[src/rtl/fsca_pkg.sv]
// ----------------------------------------------------------------------------
// fsca_pkg
// Shared constants and types for the parabolic sine/cosine approximation.
// ----------------------------------------------------------------------------
package fsca_pkg;

	localparam int ANG_MAG_W = 34;

	localparam logic [34:0] PI_Q32      = 35'h3243F6A89;
	localparam logic [34:0] TWO_PI_Q32  = 35'h6487ED511;
	localparam logic [34:0] HALF_PI_Q32 = 35'h1921FB544;

	localparam logic [30:0] ONE_Q30  = 31'h40000000;
	localparam logic [30:0] LIN_Q30  = 31'd1367130546;
	localparam logic [28:0] SQR_Q30  = 29'd435171171;
	localparam logic [27:0] CORR_Q30 = 28'd241591910;

	// wrapped angle in sign and magnitude, magnitude at most pi in Q.32
	typedef struct packed {
		logic                 neg;
		logic [ANG_MAG_W-1:0] mag;
	} ang_t;

endpackage

[src/rtl/fsca_wrap.sv]
// ----------------------------------------------------------------------------
// fsca_wrap
// Scales the angle to Q.32, adds pi/2 for cosine and wraps it into [-pi, pi]
// with a reciprocal estimate of the whole turns and one correcting subtract.
// ----------------------------------------------------------------------------
module fsca_wrap #(
	parameter int ANGLE_FRAC_BITS = 16
) (
	input  logic               clk,
	input  logic               arst_n,
	input  logic               en,
	input  logic               in_vld,
	input  logic               in_func,
	input  logic signed [31:0] in_angle,
	output logic               out_vld,
	output fsca_pkg::ang_t     out_ang
);

	localparam int MAG_W = 65 - ANGLE_FRAC_BITS;
	localparam int X_W   = MAG_W + 1;
	localparam int SHL   = 32 - ANGLE_FRAC_BITS;
	localparam int USH   = MAG_W - 32;
	localparam int KW    = MAG_W - 34;
	localparam int RSH   = 66 - USH;
	localparam int KD_W  = KW + 35;
	localparam logic [31:0] RECIP = 32'((67'd1 << 66) / 67'(fsca_pkg::TWO_PI_Q32));

	logic signed [X_W-1:0] x_d;
	logic signed [X_W-1:0] x_s1;
	logic                  vld_s1;

	logic [X_W-1:0]   xabs_d;
	logic [MAG_W-1:0] mag_s2;
	logic             sgn_s2;
	logic             vld_s2;

	logic [MAG_W-1:0] t_s3;
	logic             small_s3;
	logic             sgn_s3;
	logic             vld_s3;

	logic [63:0]   kest_p;
	logic [KW-1:0] k_s4;
	logic [35:0]   t_s4;
	logic          small_s4;
	logic          sgn_s4;
	logic          vld_s4;

	logic [KD_W-1:0] kd_p;
	logic [35:0]     rem_s5;
	logic            small_s5;
	logic            sgn_s5;
	logic            vld_s5;

	logic [34:0] rem_s6;
	logic        small_s6;
	logic        sgn_s6;
	logic        vld_s6;

	logic signed [35:0] w_d;
	logic signed [35:0] w_s7;
	logic               sgn_s7;
	logic               vld_s7;

	logic [35:0]    wabs_d;
	fsca_pkg::ang_t ang_q;
	logic           vld_q;

	assign x_d = (X_W'(in_angle) <<< SHL)
		+ $signed({{(X_W-35){1'b0}}, (in_func ? fsca_pkg::HALF_PI_Q32 : 35'd0)});

	assign xabs_d = x_s1[X_W-1] ? -x_s1 : x_s1;

	// turn count estimate, never above the true count and at most one below
	assign kest_p = {32'd0, t_s3[MAG_W-1:USH]} * {32'd0, RECIP};
	assign kd_p   = KD_W'(k_s4) * KD_W'(fsca_pkg::TWO_PI_Q32);

	assign w_d = small_s6 ? $signed({1'b0, rem_s6})
		: $signed({1'b0, rem_s6}) - $signed({1'b0, fsca_pkg::PI_Q32}) + 36'sd1;

	assign wabs_d = w_s7[35] ? -w_s7 : w_s7;

	always_ff @(posedge clk or negedge arst_n) begin
		if (!arst_n) begin
			vld_s1 <= 1'b0;
			vld_s2 <= 1'b0;
			vld_s3 <= 1'b0;
			vld_s4 <= 1'b0;
			vld_s5 <= 1'b0;
			vld_s6 <= 1'b0;
			vld_s7 <= 1'b0;
			vld_q  <= 1'b0;
		end else if (en) begin
			vld_s1 <= in_vld;
			vld_s2 <= vld_s1;
			vld_s3 <= vld_s2;
			vld_s4 <= vld_s3;
			vld_s5 <= vld_s4;
			vld_s6 <= vld_s5;
			vld_s7 <= vld_s6;
			vld_q  <= vld_s7;
		end
	end

	always_ff @(posedge clk) begin
		if (en) begin
			x_s1   <= x_d;
			sgn_s2 <= x_s1[X_W-1];
			mag_s2 <= xabs_d[MAG_W-1:0];
			sgn_s3 <= sgn_s2;
			if (mag_s2 <= MAG_W'(fsca_pkg::PI_Q32)) begin
				small_s3 <= 1'b1;
				t_s3     <= mag_s2;
			end else begin
				small_s3 <= 1'b0;
				t_s3     <= mag_s2 - MAG_W'(fsca_pkg::PI_Q32) - MAG_W'(1);
			end
			k_s4     <= kest_p[63:RSH];
			t_s4     <= t_s3[35:0];
			small_s4 <= small_s3;
			sgn_s4   <= sgn_s3;
			rem_s5   <= t_s4 - kd_p[35:0];
			small_s5 <= small_s4;
			sgn_s5   <= sgn_s4;
			if (rem_s5 >= 36'(fsca_pkg::TWO_PI_Q32)) begin
				rem_s6 <= 35'(rem_s5 - 36'(fsca_pkg::TWO_PI_Q32));
			end else begin
				rem_s6 <= rem_s5[34:0];
			end
			small_s6  <= small_s5;
			sgn_s6    <= sgn_s5;
			w_s7      <= w_d;
			sgn_s7    <= sgn_s6;
			ang_q.neg <= sgn_s7 ? (w_s7 > 36'sd0) : (w_s7 < 36'sd0);
			ang_q.mag <= wabs_d[fsca_pkg::ANG_MAG_W-1:0];
		end
	end

	assign out_vld = vld_q;
	assign out_ang = ang_q;

endmodule

[config.mk]
export PLATFORM = sky130hd
export DESIGN_NAME = fsca_wrap
export DESIGN_NICKNAME = d
export VERILOG_FILES = /design/src/rtl/fsca_pkg.sv /design/src/rtl/fsca_wrap.sv
export SDC_FILE = /design/constraint.sdc
export NUM_CORES = 2
export LEC_CHECK = 0
export ABC_AREA = 1
export BUFFER_PORTS_ARGS = -buffer_cell sky130_fd_sc_hd__buf_2
export CORE_MARGIN = 2
export CORE_UTILIZATION = 66
export CTS_CLUSTER_DIAMETER = 40
export DETAILED_ROUTE_END_ITERATION = 8
export PLACE_DENSITY = 0.85
export SYNTH_ARGS = -nofsm -noshare
export SYNTH_HDL_FRONTEND = slang
export SYNTH_SLANG_ARGS = --single-unit
[constraint.sdc]
create_clock -name clk -period 8.04 [get_ports clk]
set_clock_uncertainty 0.2 [all_clocks]
set_input_delay 0.402 -clock clk [delete_from_list [all_inputs] [get_ports clk]]
set_output_delay 0.402 -clock clk [all_outputs]
set_load 0.02 [all_outputs]
==> results.json <==
{
  "final_common_cell": "inv_1",
  "fin_nets": 6739,
  "path_clk_slew_ns": 0.05,
  "dr_wl_met2_um": 69200,
  "cts_made_buffers": 67,
  "crit_chain": "inv_1 -> fa_1 -> fa_1 -> inv_1 -> fa_1 -> inv_1 -> fa_1 -> inv_1 -> fa_1 -> fa_1 -> fa_1 -> inv_1 -> fa_1 -> inv_1 -> ha_1 -> nand2_1 -> nor2_1 -> nand2_1 -> nor2_1 -> nand2_1 -> nand2_1 -> nand2_1 -> nand3_1 -> nand2_1",
  "die-area_sq_um": 70000,
  "pin_count": 73,
  "post_cts_buffers": 0,
  "final_cells": 6523,
  "finalCritPeriodShare_pct": 89.3,
  "hold_viol": 0,
  "cp_data_required_time_ns": 8.19,
  "drive_gt1_share_pct": 4.16,
  "max-cap-violations": 0,
  "cpMostUsedCell": "fa_1",
  "post-route-util_pct": 72.4,
  "critical-path-slowest-cell": "edfxtp_1",
  "fin_crit_ns": 7.18,
  "drt_iter0_markers": 2783,
  "final_cell_mix": "inv_1, nand2_1, fa_1",
  "async_reset_ff_share_pct": 2.52,
  "synth_fp_nets": 6587,
  "grt_overflow": 0,
  "routed_via_density": 5.60,
  "io_buffers": 72,
  "cts_hold_buf": 28,
  "via_count": 36500,
  "min_from": "en",
  "drc": 0,
  "status": "finished clean",
  "clk_latency_ns": 0.62,
  "post_drt_wl_per_cell_um": 21.5,
  "row_count": 95,
  "nFillCells": 5027,
  "root_buffer": "clkbuf_16",
  "die_w_um": 265,
  "antenna_found_initial": 2,
  "top_layer": "met4",
  "max_freq_mhz": 139,
  "synth_edf_count": 310,
  "wl_met1_um": 47400,
  "cp-end-kind": "flop",
  "cts_resized": 0,
  "tightest_slew_ns": 1.11,
  "area_growth_pct": 8.55,
  "yosys_warnings": 0,
  "cts.sinks": 318,
  "cp.arrival_ns": 7.33,
  "ys_seq_area_share_pct": 21.2,
  "hpwlAfterDp_um": 118000,
  "crit_type": "flop to flop",
  "path_delay_family": "adder cells",
  "wl_met3_um": 10400,
  "critical_path.max_fanout": 8,
  "syn_inst": 5446,
  "hold_path.class": "input port to flop",
  "place_congestion": 1.07,
  "cts_buffer_depth": 3,
  "netlist_area_sq_um": 44800,
  "yosys_register_bits": 318,
  "critPathMaxStageDelay_ns": 0.78,
  "synth_cell_types": 47,
  "die_y_um": 265,
  "core_area_sq_um": 67200,
  "cts_tree": "built",
  "finalWirelength_um": 140000,
  "maxSlewHeadroom_pct": 25.0,
  "track_usage_pct": 41.1,
  "drv_slew": 0,
  "rsz0062_at_grt": "false",
  "r2r_start": "t_s3[22]",
  "postSynthAreaPerCell_sq_um": 8.23,
  "drt_first_pass_iters": 8,
  "cp-start-kind": "flop",
  "synth_ff_type": "edfxtp_1",
  "critPathBufInv": 6,
  "grt_pass1_vias": 37500,
  "cp-startpoint": "t_s3[22]",
  "dp.cells": 6374,
  "h-tree-depth": 3,
  "initial_core_util_pct": 66.7,
  "setup_violations": 0,
  "grt_max_degree": 179,
  "grt_pass1_wl_um": 213000,
  "fin_setup_tns_ns": 0,
  "ant_nets": 0
}
[metrics by stage]
stage                     hold WS, ns  worst slack [ns]  cell area, sq um
after floorplan               -0.0936              1.65             44800
after global placement         0.0502              1.01             46200
after detailed placement       0.0547             0.940             46200
after CTS                      0.0881             0.888             48600
after global routing            0.112             0.566             48600
final                          0.0763             0.859             48600
[Yosys cell counts, types with 9 or more instances]
library cell,n,area share [%]
o21ai_0,100,1.1
clkbuf_1,14,0.12
inv_1,1454,12
ha_1,528,15
edfxtp_1,310,21
nor4_1,9,0.13
nor2_1,415,3.5
xor2_1,113,2.2
o21ai_1,19,0.21
xnor2_1,45,0.88
nand3_1,240,2.7
nand2_1,1249,10
nor2_2,13,0.18
o21bai_1,11,0.18
nand3b_1,17,0.28
nor3_1,56,0.63
inv_2,13,0.11
a21oi_1,132,1.5
nand4_1,55,0.77
fa_1,576,26
[cells by family after synthesis]
kind of cell | share of synthesized area, %
XOR/XNOR | 3.09
AO/OA/AOI/OAI | 3.42
flip-flops | 21.2
AND/OR/NAND/NOR | 19.1
buffers and inverters | 12.7
multiplexers | 0.0223
adder cells (fa/ha/maj) | 40.5
[routing by layer]
metal / GRT usage [%] / up-vias
met1: 43.6 / 17300
met5: 0 / -
met3: 8.16 / 570
met4: 31.6 / 0
met2: 71.9 / 1713
li1: - / 16900
[registers in the layout (all words and copies together) (netlist names), 15 cells and up]
| register | count |
|---|---|
| k_s4 | 15 |
| t_s3 | 43 |
| out_ang | 35 |
| mag_s2 | 36 |
| x_s1 | 34 |
| rem_s5 | 36 |
| t_s4 | 30 |
| w_s7 | 36 |
| rem_s6 | 35 |
[layout make-up]
type | count | area [sq um] | share of cell area, %
antenna | 2 | 5.00 | 0.0103
clock buffer | 73 | 1720 | 3.54
clock inverter | 46 | 433 | 0.890
inverter | 1469 | 5510 | 11.3
multi-input combinational | 3630 | 29600 | 60.9
sequential | 318 | 9510 | 19.5
tap | 873 | 1090 | 2.25
timing repair buffer | 112 | 753 | 1.55
[final timing paths]
| kind | cells past startpoint | slack (ns) | endpoint |
|---|---|---|---|
| min in group asynchronous | 3 | 0.62 | vld_s2 |
| worst min register to register | 0 | 0.21 | t_s4[16] |
| worst max register to register | 24 | 0.86 | k_s4[14] |
| worst min-delay path | 1 | 0.08 | out_ang[6] |
| worst max-delay path | 24 | 0.86 | k_s4[14] |
| max in group asynchronous | 3 | 6.74 | vld_s1 |
Power is left out: the tool's default activity adds up to more than one toggle a clock period on the data nets, which glitch-free logic cannot reach.
